[src/design/csvft_pkg.sv]
// Shared types and constants for the CSV field tokenizer.
`timescale 1ns / 1ps
`default_nettype none
package csvft_pkg;

    localparam logic [7:0] QUOTE_CH    = 8'h22;
    localparam logic [7:0] LF_CH       = 8'h0A;
    localparam logic [7:0] CR_CH       = 8'h0D;
    localparam logic [7:0] SPACE_CH    = 8'h20;
    localparam logic [7:0] HT_CH       = 8'h09;
    localparam logic [7:0] DELIM_RESET = 8'd59;

    // Register index decoded from paddr[2]
    localparam logic REG_DELIMITER = 1'b0;

    // Result queue: four entries, two-bit pointers wrap on their own
    localparam int QUEUE_DEPTH = 4;
    localparam int PTR_W       = $clog2(QUEUE_DEPTH);
    localparam int CNT_W       = PTR_W + 1;

    typedef struct packed {
        logic       result_last;
        logic       is_header;
        logic       row_blank;
        logic       row_end;
        logic       field_end;
        logic       byte_valid;
        logic [7:0] out_byte;
    } result_t;

    // HT, LF, VT, FF, CR or space
    function automatic logic is_space(input logic [7:0] b);
        return ((b >= HT_CH) && (b <= CR_CH)) || (b == SPACE_CH);
    endfunction

endpackage
`default_nettype wire

[src/design/csv_field_tokenizer_core.sv]
// Top level of the CSV field tokenizer: byte parser, result queue and APB register.
// A result is registered in the result queue and offered on m_tvalid from there.
// Bytes are taken one per cycle while m_tready is high and each byte yields at most
// one result; a byte that yields two results puts both into the queue for the output.
// Input is taken while the four-entry result queue holds two entries or fewer.
// Reset (rst_n low, asynchronous) clears all parse flags, empties the queue and sets
// the delimiter to ';'.
`timescale 1ns / 1ps
`default_nettype none
module csv_field_tokenizer_core (
    input  wire logic        clk,
    input  wire logic        rst_n,
    // APB configuration port
    input  wire logic        psel,
    input  wire logic        penable,
    input  wire logic        pwrite,
    input  wire logic [2:0]  paddr,
    input  wire logic [31:0] pwdata,
    output logic [31:0]      prdata,
    output logic             pready,
    // Input stream
    input  wire logic        s_tvalid,
    output logic             s_tready,
    input  wire logic [7:0]  s_tdata,   // [7:0] in_byte
    input  wire logic        s_tlast,   // end_of_text
    // Output stream
    output logic             m_tvalid,
    input  wire logic        m_tready,
    output logic [7:0]       m_tdata,   // [7:0] out_byte
    output logic [7:0]       m_tuser,   // [0] byte_valid, [1] field_end, [2] row_end,
                                        // [3] row_blank, [4] is_header, [7:5] zero
    output logic             m_tlast    // result_last
);
    import csvft_pkg::*;

    logic [7:0] delimiter_reg;

    logic in_quotes_reg, in_quotes_next;
    logic quote_pending_reg, quote_pending_next;
    logic cr_pending_reg, cr_pending_next;
    logic field_nonempty_reg, field_nonempty_next;
    logic row_has_separator_reg, row_has_separator_next;
    logic row_has_content_reg, row_has_content_next;
    logic header_seen_reg, header_seen_next;

    result_t              queue_reg [QUEUE_DEPTH];
    logic [PTR_W-1:0]     wr_ptr_reg, wr_ptr_next;
    logic [PTR_W-1:0]     rd_ptr_reg, rd_ptr_next;
    logic [CNT_W-1:0]     count_reg, count_next;

    logic    s_fire, m_fire;
    logic    have0, have1;
    result_t res0, res1;
    result_t head;

    logic [7:0] b;
    logic       handled;
    logic       act_put, act_sep, act_row;
    logic [7:0] put_val;

    // ---------------------------------------------------------------- APB
    assign pready = 1'b1;

    always_comb
    begin
        prdata = 32'd0;
        if (paddr[2] == REG_DELIMITER)
        begin
            prdata = {24'd0, delimiter_reg};
        end
    end

    always_ff @(posedge clk or negedge rst_n)
    begin
        if (!rst_n)
        begin
            delimiter_reg <= DELIM_RESET;
        end
        else if (psel && penable && pwrite && pready && (paddr[2] == REG_DELIMITER))
        begin
            delimiter_reg <= pwdata[7:0];
        end
    end

    // ---------------------------------------------------------------- handshake
    assign s_tready = (count_reg <= CNT_W'(QUEUE_DEPTH - 2));
    assign s_fire   = s_tvalid && s_tready;
    assign m_tvalid = (count_reg != '0);
    assign m_fire   = m_tvalid && m_tready;

    // ---------------------------------------------------------------- parser
    assign b = s_tdata;

    always_comb
    begin
        in_quotes_next         = in_quotes_reg;
        quote_pending_next     = quote_pending_reg;
        cr_pending_next        = cr_pending_reg;
        field_nonempty_next    = field_nonempty_reg;
        row_has_separator_next = row_has_separator_reg;
        row_has_content_next   = row_has_content_reg;
        header_seen_next       = header_seen_reg;
        handled = 1'b0;
        act_put = 1'b0;
        act_sep = 1'b0;
        act_row = 1'b0;
        put_val = b;
        have0   = 1'b0;
        have1   = 1'b0;
        res0    = '0;
        res1    = '0;

        // Swallow the LF of a CRLF
        if (cr_pending_reg)
        begin
            cr_pending_next = 1'b0;
            handled         = (b == LF_CH);
        end

        // Resolve a quote seen inside quotes: doubled quote or closing quote
        if (!handled && quote_pending_reg)
        begin
            quote_pending_next = 1'b0;
            if (b == QUOTE_CH)
            begin
                act_put = 1'b1;
                handled = 1'b1;
            end
            else
            begin
                in_quotes_next = 1'b0;
            end
        end

        if (!handled)
        begin
            if (in_quotes_next)
            begin
                if (b == QUOTE_CH)
                begin
                    quote_pending_next = 1'b1;
                end
                else
                begin
                    act_put = 1'b1;
                end
            end
            else if (b == QUOTE_CH)
            begin
                in_quotes_next = 1'b1;
            end
            else if (b == delimiter_reg)
            begin
                act_sep = 1'b1;
            end
            else if ((b == LF_CH) || (b == CR_CH))
            begin
                act_row = 1'b1;
                if (b == CR_CH)
                begin
                    cr_pending_next = 1'b1;
                end
            end
            else
            begin
                act_put = 1'b1;
            end
        end

        res0.is_header = !header_seen_reg;
        if (act_put)
        begin
            have0               = 1'b1;
            res0.out_byte       = put_val;
            res0.byte_valid     = 1'b1;
            field_nonempty_next = 1'b1;
            if (!is_space(put_val))
            begin
                row_has_content_next = 1'b1;
            end
        end
        else if (act_sep)
        begin
            have0                  = 1'b1;
            res0.field_end         = 1'b1;
            field_nonempty_next    = 1'b0;
            row_has_separator_next = 1'b1;
        end
        else if (act_row)
        begin
            have0          = 1'b1;
            res0.field_end = 1'b1;
            res0.row_end   = 1'b1;
            res0.row_blank = !row_has_content_reg;
            if (row_has_content_reg)
            begin
                header_seen_next = 1'b1;
            end
            field_nonempty_next    = 1'b0;
            row_has_separator_next = 1'b0;
            row_has_content_next   = 1'b0;
        end

        // End of text: flush an unfinished row, then start over
        if (s_tlast)
        begin
            if (field_nonempty_next || row_has_separator_next)
            begin
                res1.is_header = !header_seen_reg;
                res1.field_end = 1'b1;
                res1.row_end   = 1'b1;
                res1.row_blank = !row_has_content_next;
                if (have0)
                begin
                    have1 = 1'b1;
                end
                else
                begin
                    have0 = 1'b1;
                    res0  = res1;
                end
            end
            in_quotes_next         = 1'b0;
            quote_pending_next     = 1'b0;
            cr_pending_next        = 1'b0;
            field_nonempty_next    = 1'b0;
            row_has_separator_next = 1'b0;
            row_has_content_next   = 1'b0;
            header_seen_next       = 1'b0;
        end

        res0.result_last = have0 && !have1;
        res1.result_last = 1'b1;
    end

    always_ff @(posedge clk or negedge rst_n)
    begin
        if (!rst_n)
        begin
            in_quotes_reg         <= 1'b0;
            quote_pending_reg     <= 1'b0;
            cr_pending_reg        <= 1'b0;
            field_nonempty_reg    <= 1'b0;
            row_has_separator_reg <= 1'b0;
            row_has_content_reg   <= 1'b0;
            header_seen_reg       <= 1'b0;
        end
        else if (s_fire)
        begin
            in_quotes_reg         <= in_quotes_next;
            quote_pending_reg     <= quote_pending_next;
            cr_pending_reg        <= cr_pending_next;
            field_nonempty_reg    <= field_nonempty_next;
            row_has_separator_reg <= row_has_separator_next;
            row_has_content_reg   <= row_has_content_next;
            header_seen_reg       <= header_seen_next;
        end
    end

    // ---------------------------------------------------------------- result queue
    always_comb
    begin
        wr_ptr_next = wr_ptr_reg;
        rd_ptr_next = rd_ptr_reg;
        count_next  = count_reg;
        if (s_fire)
        begin
            wr_ptr_next = wr_ptr_reg + PTR_W'(have0) + PTR_W'(have1);
            count_next  = count_next + CNT_W'(have0) + CNT_W'(have1);
        end
        if (m_fire)
        begin
            rd_ptr_next = rd_ptr_reg + 1'b1;
            count_next  = count_next - 1'b1;
        end
    end

    always_ff @(posedge clk or negedge rst_n)
    begin
        if (!rst_n)
        begin
            wr_ptr_reg <= '0;
            rd_ptr_reg <= '0;
            count_reg  <= '0;
        end
        else
        begin
            wr_ptr_reg <= wr_ptr_next;
            rd_ptr_reg <= rd_ptr_next;
            count_reg  <= count_next;
        end
    end

    always_ff @(posedge clk)
    begin
        if (s_fire && have0)
        begin
            queue_reg[wr_ptr_reg] <= res0;
        end
        if (s_fire && have1)
        begin
            queue_reg[wr_ptr_reg + 1'b1] <= res1;
        end
    end

    assign head    = queue_reg[rd_ptr_reg];
    assign m_tdata = head.out_byte;
    assign m_tuser = {3'b000, head.is_header, head.row_blank, head.row_end,
                      head.field_end, head.byte_valid};
    assign m_tlast = head.result_last;

    // ---------------------------------------------------------------- assertions
    a_count_bound: assert property (@(posedge clk) disable iff (!rst_n)
        count_reg <= CNT_W'(QUEUE_DEPTH))
        else $error("result queue overfilled");

    a_room_on_accept: assert property (@(posedge clk) disable iff (!rst_n)
        s_fire |-> (count_reg <= CNT_W'(QUEUE_DEPTH - 2)))
        else $error("byte taken without room for two results");

    a_quote_in_quotes: assert property (@(posedge clk) disable iff (!rst_n)
        quote_pending_reg |-> in_quotes_reg)
        else $error("pending quote outside a quoted field");

    a_pending_exclusive: assert property (@(posedge clk) disable iff (!rst_n)
        !(quote_pending_reg && cr_pending_reg))
        else $error("quote and CR pending together");

    a_eot_clears: assert property (@(posedge clk) disable iff (!rst_n)
        (s_fire && s_tlast) |=> (!in_quotes_reg && !header_seen_reg && !cr_pending_reg
                                 && !field_nonempty_reg && !row_has_separator_reg))
        else $error("state not cleared after end of text");

endmodule
`default_nettype wire

[config.mk]
export PLATFORM = sky130hd
export DESIGN_NAME = csv_field_tokenizer_core
export DESIGN_NICKNAME = d
export VERILOG_FILES = /design/src/design/csvft_pkg.sv /design/src/design/csv_field_tokenizer_core.sv
export SDC_FILE = /design/constraint.sdc
export NUM_CORES = 1
export LEC_CHECK = 0
export ABC_AREA = 1
export BUFFER_PORTS_ARGS = -buffer_cell sky130_fd_sc_hd__buf_4
export CAP_MARGIN = 5
export CELL_PAD_IN_SITES_DETAIL_PLACEMENT = 1
export CELL_PAD_IN_SITES_GLOBAL_PLACEMENT = 2
export CORE_ASPECT_RATIO = 0.75
export CORE_UTILIZATION = 30
export DETAILED_ROUTE_END_ITERATION = 10
export PLACE_DENSITY = 0.85
export REMOVE_ABC_BUFFERS = 1
export SLEW_MARGIN = 20
export SYNTH_ARGS = -nofsm -noshare
export SYNTH_HDL_FRONTEND = slang
export SYNTH_SLANG_ARGS = --single-unit
[constraint.sdc]
create_clock -name clk -period 3.93 [get_ports clk]
set_input_delay 0.786 -clock clk [delete_from_list [all_inputs] [get_ports clk]]
set_output_delay 0.786 -clock clk [all_outputs]
set_load 0.01 [all_outputs]
==> run_results.csv, run 1 <==
group,metric,value,unit
cts,cts-root-buf,"clkbuf_16",
drt,drt-pass1-iter-count,4,
synthesis,ys_seq_area_frac,0.428,
cts,cts_resized,0,
cts,cts_buffers,9,
cts,cts.htree.levels,3,
drt,vias_per_cell,4.89,
sta,finClkSkew,0.00525,ns
drt,drc_errors,0,
cts,cts_tree,"built",
synthesis,synthTopCellsByCount,"nand2_1, nor2_1, o21ai_0, inv_1",
floorplan,core,13800,µm²
finish,final_area,5020,µm²
drt,vias,3786,
sta,grt_setup_unrepaired,"no",
global_route,grt_max_degree,30,
worst_setup_path,crit_path_start_kind,"primary input",
cts,cts.clk_slew.worst_paths,0.06,ns
floorplan,die_y,106,µm
sta,setup_viol_count_final,0,
global_route,grt_pass1_wl,20.3,mm
floorplan,rows,37,
synthesis,synth.distinct_cells,39,
global_route,grt.overflow.total,0,
synthesis,synth.top_cell.area_share,0.187,
sta,maxSlewViolCount,0,
power,p_leak,2.40,nW
cts,cts_setup_buffers,0,
sta,fmax,0.298,GHz
worst_setup_path,crit_type,"primary input to register",
sta,setup_tns,0,ns
synthesis,syn_area,4290,µm²
finish,drive_gt1_frac,0.167,
cts,cts_hold_buf,0,
finish,final_nets,650,
synthesis,yosysMostFrequentCell,"nand2_1",
drt,wl_per_cell,15.9,µm
synthesis,yosys_register_bits,78,
floorplan,ios,103,
power,ir_drop,485,µV
placed_design,placed_area,4690,µm²
synthesis,synth_edf_count,16,
finish,antenna_cells,0,
power,power.density,740,nW/µm²
flow_run,drv_cap,0,
synthesis,avgSynthCellArea,7.76,µm²
drt,wl,12.3,mm
synthesis,synthArstFlopShare,0.282,
placed_design,gp_congestion,0.770,
floorplan,die_x,140,µm
worst_setup_path,r2r_cells,21,
worst_setup_path,worstPathArrival,3.58,ns
sta,finalCriticalPeriod,3.35,ns
global_route,grt.total_usage,0.178,
sta,worst_pin_slew,0.912,ns
placed_design,place_hpwl,8.85,mm
synthesis,synth_area_leaders,"dfxtp_1, edfxtp_1, dfrtp_1",
sta,final_hold_viol_count,0,
worst_hold_path,hold_path_class,"primary input to async pin",
synthesis,synth-main-ff-cell,"dfxtp_1",
worst_setup_path,crit_path_max_fanout,4,
status,status,"completed",
global_route,antenna_found_initial,0,
placed_design,port_buffers,48,
sta,fin_crit_sh,0.852,
worst_setup_path,end_kind,"register",
floorplan,start_util,0.310,
worst_setup_path,worstPathRequired,4.16,ns
synthesis,synth_cells,553,
drt,ant_nets,0,
sta,hold_ws,0.329,ns
synthesis,synth_top_cell_by_area,"dfxtp_1",
global_route,grt_pass1_vias,3973,
drt,drt_iter0_drc,161,
sta,relSlewSlack,0.391,
cts,cts_max_path_buffers,2,
cts,clock-sinks,78,
floorplan,fp.dieArea,14800,µm²
finish,syn2layout_area_growth,16.9,%
finish,largest_register_ffs,56,
synthesis,ys_warn_count,0,
cts,clkLatencyLatePin,0.34,ns
## report_power, final
group / internal [mW] / switching, mW / total, mW
clock: 0.617 / 0.328 / 0.945
sequential: 1.13 / 0.187 / 1.32
combinational: 0.566 / 0.885 / 1.45
total: 2.31 / 1.40 / 3.71
## routing by layer
| metal | track usage | vias up | part of all wire |
|---|---|---|---|
| li1 | - | 1849 | - |
| met1 | 0.230 | 1847 | 0.46 |
| met2 | 0.301 | 81 | 0.47 |
| met3 | 0.0445 | 9 | 0.056 |
| met4 | 0.0377 | 0 | 0.0084 |
| met5 | 0 | - | 0 |
## worst paths after layout
path                                  start                to  slack, ns
min in group clk           queue_reg[3][13]  queue_reg[3][13]       0.47
setup / recovery                 s_tdata[4]      count_reg[2]       0.58
setup reg to reg           delimiter_reg[4]      count_reg[2]       0.79
max in group asynchronous             rst_n  delimiter_reg[4]       3.30
hold reg to reg            queue_reg[3][13]  queue_reg[3][13]       0.47
hold / removal                        rst_n     rd_ptr_reg[0]       0.33
## cell usage in the layout, fill, tap and decap left out, types with 2 or more instances in the layout
cell	instances
o22ai_1	17
edfxtp_1	16
xnor2_1	4
mux2i_1	2
clkbuf_1	2
inv_2	6
buf_4	57
clkbuf_16	9
nand3_2	3
dfstp_2	5
ha_1	2
inv_1	54
nand2_2	5
o21ai_0	66
nand3_4	5
a21oi_1	18
nand4_1	12
nand2_1	88
nand3_1	40
conb_1	28
fa_1	2
bufinv_16	3
nor2_1	74
dfxtp_1	40
clkinv_1	3
o21ai_1	7
xor2_1	3
dfrtp_1	17
nor2_4	3
## stage by stage
stage | worst slack (ns) | util | std cells | power, mW
floorplan | 0.743 | - | 527 | 2.16
global placement | 0.415 | 0.339 | 759 | 2.71
detailed placement | 0.237 | 0.339 | 759 | 2.79
CTS | 0.598 | 0.363 | 775 | 3.76
global route | 0.318 | 0.363 | 775 | 4.02
finish | 0.580 | 0.363 | 775 | 3.71
## area by class of cell
type	instances	area, µm²
Clock buffer	11	233
Clock inverter	5	97.6
Fill cell	1690	8820
Inverter	61	229
Multi-Input combinational cell	388	1970
Sequential cell	78	1840
Tap cell	175	219
Timing Repair Buffer	57	428
## kinds of logic after synthesis
| logic type | share of synthesized area |
|---|---|
| compound gates | 0.143 |
| xor+xnor | 0.0143 |
| fa+ha+maj | 0.0152 |
| buf+inv | 0.135 |
| flops | 0.428 |
| mux | 0.00466 |
| other cells | 0.00175 |
| simple gates | 0.259 |
## worst max-delay path, cell delays in order
cell	delay, ns
buf_4	0.13
inv_1	0.09
nand2_1	0.06
nor2_1	0.20
nand3_1	0.19
o211ai_2	0.15
inv_2	0.05
nand2_2	0.11
nand2_1	0.09
nand3_2	0.10
nand2_4	0.08
nand2_8	0.06
inv_1	0.06
fa_1	0.37
inv_1	0.08
ha_1	0.23
mux2i_1	0.19
ha_1	0.18
nand3_1	0.09
xnor2_1	0.22
inv_1	0.06
No activity file was read; power rests on OpenSTA's default activity.
==> inputs of run 2 (changes only) <==
--- a/config.mk
+++ b/config.mk
@@ -8,12 +8,12 @@
 export ABC_AREA = 1
 export BUFFER_PORTS_ARGS = -buffer_cell sky130_fd_sc_hd__buf_4
 export CAP_MARGIN = 5
-export CELL_PAD_IN_SITES_DETAIL_PLACEMENT = 1
-export CELL_PAD_IN_SITES_GLOBAL_PLACEMENT = 2
+export CELL_PAD_IN_SITES_DETAIL_PLACEMENT = 0
+export CELL_PAD_IN_SITES_GLOBAL_PLACEMENT = 1
 export CORE_ASPECT_RATIO = 0.75
-export CORE_UTILIZATION = 30
+export CORE_UTILIZATION = 39
 export DETAILED_ROUTE_END_ITERATION = 10
-export PLACE_DENSITY = 0.85
+export PLACE_DENSITY = 0.86
 export REMOVE_ABC_BUFFERS = 1
 export SLEW_MARGIN = 20
 export SYNTH_ARGS = -nofsm -noshare
==> run 2 against run 1 <==
Sequential power barely moved. First-iteration DRC count is 97% higher. Flip-flop and latch count is the same. Wire length down 15%. Highest routed layer unchanged.
==> run_results.csv, run 2 (synthesis gave the netlist of run 1 again) <==
group,metric,value,unit
status,status,"completed",
sta,finalCriticalPeriod,3.36,ns
sta,setup_ws,0.570,ns
finish,multi_input_area,1970,µm²
worst_setup_path,crit_start,"s_tdata[6]",
global_route,grt.overflow.total,0,
placed_design,dp_cells,718,
global_route,grt_pass1_vias,3458,
worst_setup_path,cp_common_cell,"inv_1",
drt,drt-pass1-iter-count,5,
cts,cts.clk_slew.worst_paths,0.06,ns
sta,grt_setup_unrepaired,"no",
power,p_total,3.52,mW
worst_setup_path,critical_path.endpoint,"count_reg[2]",
floorplan,core,10500,µm²
power,p_leak,2.37,nW
worst_hold_path,hold_path_class,"primary input to async pin",
worst_setup_path,r2r_cells,21,
sta,hold_ws,0.345,ns
worst_setup_path,worstPathRequired,4.15,ns
cts,cts_max_path_buffers,2,
worst_setup_path,cp_cell_sequence,"buf_4 > inv_2 > nand2_2 > nor2_1 > nand3_1 > o211ai_2 > inv_2 > nand2_2 > nand2_1 > nand3_2 > nand2_4 > nand2_8 > inv_1 > fa_1 > inv_1 > ha_1 > mux2i_1 > ha_1 > nand3_1 > xnor2_1 > inv_1",
sta,finClkSkew,0.00625,ns
worst_setup_path,slowest_stage,"fa_1",
sta,setup_viol_count_final,0,
finish,final_nets,648,
finish,drive_gt1_frac,0.167,
finish,n_fill_cell,1063,
drt,wl_per_cell,14.2,µm
finish,final_area,4920,µm²
placed_design,gp_congestion,0.841,
sta,fin_crit_sh,0.855,
placed_design,place_hpwl,7.37,mm
finish,final_cell_mix,"nand2_1, nor2_1, o21ai_0",
floorplan,rows,32,
finish,instances_no_fill,734,
drt,vias,3692,
global_route,antenna_found_initial,0,
cts,cts-root-buf,"clkbuf_16",
sta,maxSlewViolCount,0,
floorplan,die_x,123,µm
cts,cts.htree.levels,3,
cts,cts_tree,"built",
finish,layout_commonest_cell,"nand2_1",
cts,cts_setup_buffers,0,
placed_design,post-place-ws,0.243,ns
finish,largest_register_ffs,56,
global_route,grt_pass1_wl,17.3,mm
worst_setup_path,crit_path_start_kind,"primary input",
cts,cts_buffers,9,
worst_setup_path,crit_path_max_fanout,15,
finish,syn2layout_area_growth,14.7,%
finish,post-route-util,0.469,
cts,cts_resized,0,
floorplan,die_y,92.9,µm
worst_setup_path,slowest_delay,0.36,ns
worst_setup_path,rrSetupSlack,0.78,ns
flow_run,drv_cap,0,
finish,seqCellArea,1840,µm²
worst_setup_path,crit_type,"primary input to register",
floorplan,fp.dieArea,11400,µm²
sta,fmax,0.298,GHz
drt,drt_iter0_drc,317,
sta,worst_pin_slew,0.907,ns
worst_setup_path,end_kind,"register",
worst_setup_path,worstReg2RegStart,"delimiter_reg[4]",
worst_setup_path,reg2reg_to,"count_reg[2]",
drt,drc_errors,0,
cts,clock-sinks,78,
placed_design,placed_area,4620,µm²
sta,setup_tns,0,ns
worst_setup_path,worstPathArrival,3.58,ns
global_route,grt.total_usage,0.198,
global_route,grt_max_degree,30,
cts,clkLatencyLatePin,0.33,ns
floorplan,start_util,0.409,
power,power.density,716,nW/µm²
cts,cts_hold_buf,0,
sta,relSlewSlack,0.395,
finish,antenna_cells,0,
sta,final_hold_viol_count,0,
placed_design,port_buffers,48,
drt,wl,10.4,mm
drt,ant_nets,0,
floorplan,ios,103,
power,ir_drop,382,µV
drt,vias_per_cell,5.03,
[run 2: cell types whose count changed in the layout (fill, tap and decap cells not counted), sizes merged]
cell      delta
clkinvlp     +1
clkbuf       +3
clkinv       -1
buf          -2
bufinv       -3
[run 2: per-layer routing]
layer	track usage	vias to the layer above	wire, µm
met1	0.271	1705	4960
met4	0.0693	0	155
met3	0.0542	19	632
li1	-	1848	-
met2	0.298	120	4650
met5	0	-	0
[run 2: worst min path at each step]
| stage | cells past startpoint | start | to | slack [ns] |
|---|---|---|---|---|
| finish | 1 | rst_n | in_quotes_reg | 0.35 |
| global route | 1 | rst_n | row_has_content_reg | 0.35 |
| CTS | 1 | rst_n | count_reg[2] | 0.34 |
| detailed placement | 2 | queue_reg[2][13] | queue_reg[2][13] | 0.44 |
| global placement | 2 | queue_reg[1][13] | queue_reg[1][13] | 0.44 |
| floorplan | 2 | queue_reg[1][13] | queue_reg[1][13] | 0.42 |
[run 2: where the power goes]
group / internal, mW / total, mW / switching (mW)
Sequential: 1.13 / 1.31 / 0.180
Clock: 0.500 / 0.817 / 0.316
Combinational: 0.563 / 1.40 / 0.833
[run 2: final cells by class]
cell class                 count  area share
inverter                      61      0.0465
multi-input combinational    388       0.401
clock buffer                  14      0.0580
timing repair buffer          55      0.0839
tap                          136      0.0346
sequential                    78       0.373
clock inverter                 2     0.00254
[run 2: critical path, delay by kind of cell]
| kind | cells | cell delay (ns) |
|---|---|---|
| compound gates | 1 | 0.14 |
| xor+xnor | 1 | 0.15 |
| fa+ha+maj | 3 | 0.76 |
| buf+inv | 6 | 0.45 |
| mux | 1 | 0.21 |
| simple gates | 9 | 1.08 |
==> inputs of run 3 (changes only) <==
--- a/config.mk
+++ b/config.mk
@@ -13,7 +13,7 @@
 export CORE_ASPECT_RATIO = 0.75
 export CORE_UTILIZATION = 39
 export DETAILED_ROUTE_END_ITERATION = 10
-export PLACE_DENSITY = 0.86
+export PLACE_DENSITY = 0.84
 export REMOVE_ABC_BUFFERS = 1
 export SLEW_MARGIN = 20
 export SYNTH_ARGS = -nofsm -noshare
==> run 3 against run 2 <==
Via count grew 0.98%. Sequential power is essentially flat. Total power grew 1.7%. Critical endpoint unchanged. Largest cell class unchanged.
==> run_results.csv, run 3 (synthesis gave the netlist of run 1 again) <==
group,metric,value,unit
drt,drc_errors,0,
floorplan,fp.dieArea,11400,µm²
global_route,grt.total_usage,0.199,
cts,cts_buffers,9,
placed_design,dp_cells,717,
finish,multi_input_area,1970,µm²
power,p_total,3.58,mW
placed_design,placed_area,4620,µm²
drt,ant_nets,0,
worst_setup_path,crit_path_max_fanout,15,
sta,grt_setup_unrepaired,"no",
drt,wl,10.8,mm
power,p_leak,2.38,nW
floorplan,ios,103,
drt,drt-pass1-iter-count,5,
cts,cts.clk_slew.worst_paths,0.06,ns
global_route,antenna_found_initial,0,
placed_design,port_buffers,48,
sta,fin_crit_sh,0.840,
floorplan,die_x,123,µm
finish,syn2layout_area_growth,14.7,%
cts,cts_tree,"built",
finish,instances_no_fill,732,
power,power.density,727,nW/µm²
power,ir_drop,529,µV
finish,layout_commonest_cell,"nand2_1",
floorplan,rows,32,
flow_run,drv_cap,0,
finish,final_area,4920,µm²
worst_setup_path,worstPathRequired,4.16,ns
cts,cts_resized,0,
sta,setup_tns,0,ns
finish,seqCellArea,1840,µm²
finish,drive_gt1_frac,0.168,
floorplan,core,10500,µm²
global_route,grt_pass1_wl,17.2,mm
cts,clock-sinks,78,
worst_setup_path,worstPathArrival,3.53,ns
drt,drt_iter0_drc,314,
floorplan,start_util,0.409,
status,status,"completed",
cts,cts-root-buf,"clkbuf_16",
finish,n_fill_cell,1022,
finish,final_cell_mix,"nand2_1, nor2_1, o21ai_0",
worst_setup_path,cp_common_cell,"inv_1",
worst_setup_path,slowest_stage,"fa_1",
worst_hold_path,hold_path_class,"primary input to async pin",
placed_design,gp_congestion,0.833,
sta,final_hold_viol_count,0,
placed_design,place_hpwl,7.38,mm
drt,vias_per_cell,5.09,
sta,finClkSkew,0.00838,ns
sta,relSlewSlack,0.378,
sta,fmax,0.303,GHz
cts,cts.htree.levels,3,
drt,wl_per_cell,14.8,µm
cts,cts_hold_buf,0,
worst_setup_path,crit_type,"primary input to register",
worst_setup_path,end_kind,"register",
finish,post-route-util,0.469,
global_route,grt_pass1_vias,3515,
cts,clkLatencyLatePin,0.34,ns
sta,maxSlewViolCount,0,
finish,antenna_cells,0,
sta,finalCriticalPeriod,3.30,ns
floorplan,die_y,92.9,µm
worst_setup_path,slowest_delay,0.36,ns
finish,largest_register_ffs,56,
drt,vias,3728,
worst_setup_path,crit_path_start_kind,"primary input",
global_route,grt_max_degree,30,
sta,setup_viol_count_final,0,
sta,worst_pin_slew,0.932,ns
global_route,grt.overflow.total,0,
cts,cts_max_path_buffers,2,
cts,cts_setup_buffers,0,
finish,final_nets,647,
worst_setup_path,cp_cell_sequence,"buf_4 > inv_1 > nand2_1 > nor2_1 > nand3_1 > o211ai_2 > inv_2 > nand2_2 > nand2_1 > nand3_2 > nand2_4 > nand2_8 > inv_1 > fa_1 > inv_1 > ha_1 > mux2i_1 > ha_1 > nand3_1 > xnor2_1 > inv_1",
## run 3: cell count changes in the layout (fill, tap and decap cells not counted)
cell        change
buf_4           -1
bufinv_16       +1
inv_4           +1
clkinvlp_4      -1
clkbuf_8        +1
clkbuf_1        -2
clkbuf_16       -1
## run 3: layer usage
| metal | share of wire | vias to the layer above | GRT usage |
|---|---|---|---|
| met5 | 0 | - | 0 |
| met4 | 0.014 | 0 | 0.0582 |
| met3 | 0.066 | 11 | 0.0505 |
| met2 | 0.45 | 133 | 0.322 |
| met1 | 0.47 | 1745 | 0.260 |
| li1 | - | 1839 | - |
## run 3: critical path: cells and delay by family
family,cells,cell delay [ns]
AND/OR/NAND/NOR,9,1.02
multiplexers,1,0.18
XOR/XNOR,1,0.16
adder cells (fa/ha/maj),3,0.75
AO/OA/AOI/OAI,1,0.14
buffers and inverters,6,0.47
## run 3: worst paths after layout
check | startpoint | to | slack [ns] | cells past startpoint
max in group asynchronous | rst_n | delimiter_reg[1] | 3.31 | 1
min | rst_n | cr_pending_reg | 0.33 | 1
min reg2reg | queue_reg[1][13] | queue_reg[1][13] | 0.46 | 2
max reg2reg | delimiter_reg[4] | count_reg[2] | 0.77 | 21
max | s_tdata[4] | count_reg[2] | 0.63 | 21
min in group clk | queue_reg[1][13] | queue_reg[1][13] | 0.46 | 2
## run 3: layout make-up
class,instances,area share
Sequential cell,78,0.373
Multi-Input combinational cell,388,0.401
Clock inverter,3,0.00838
Clock buffer,12,0.0541
Timing Repair Buffer,54,0.0823
Inverter,61,0.0465
Tap cell,136,0.0346
## run 3: power by group
group          switching (mW)  total, mW  internal, mW
clock network           0.323      0.862         0.539
logic                   0.845       1.41         0.560
registers               0.183       1.31          1.13
total                    1.35       3.58          2.23
## run 3: stage by stage
| stage | hold WS, ns | setup WS [ns] |
|---|---|---|
| 6_report | 0.334 | 0.629 |
| 5_1_grt | 0.348 | 0.350 |
| 4_1_cts | 0.337 | 0.623 |
| 3_5_place_dp | 0.448 | 0.276 |
| 3_3_place_gp | 0.441 | 0.325 |
| 2_1_floorplan | 0.424 | 0.743 |
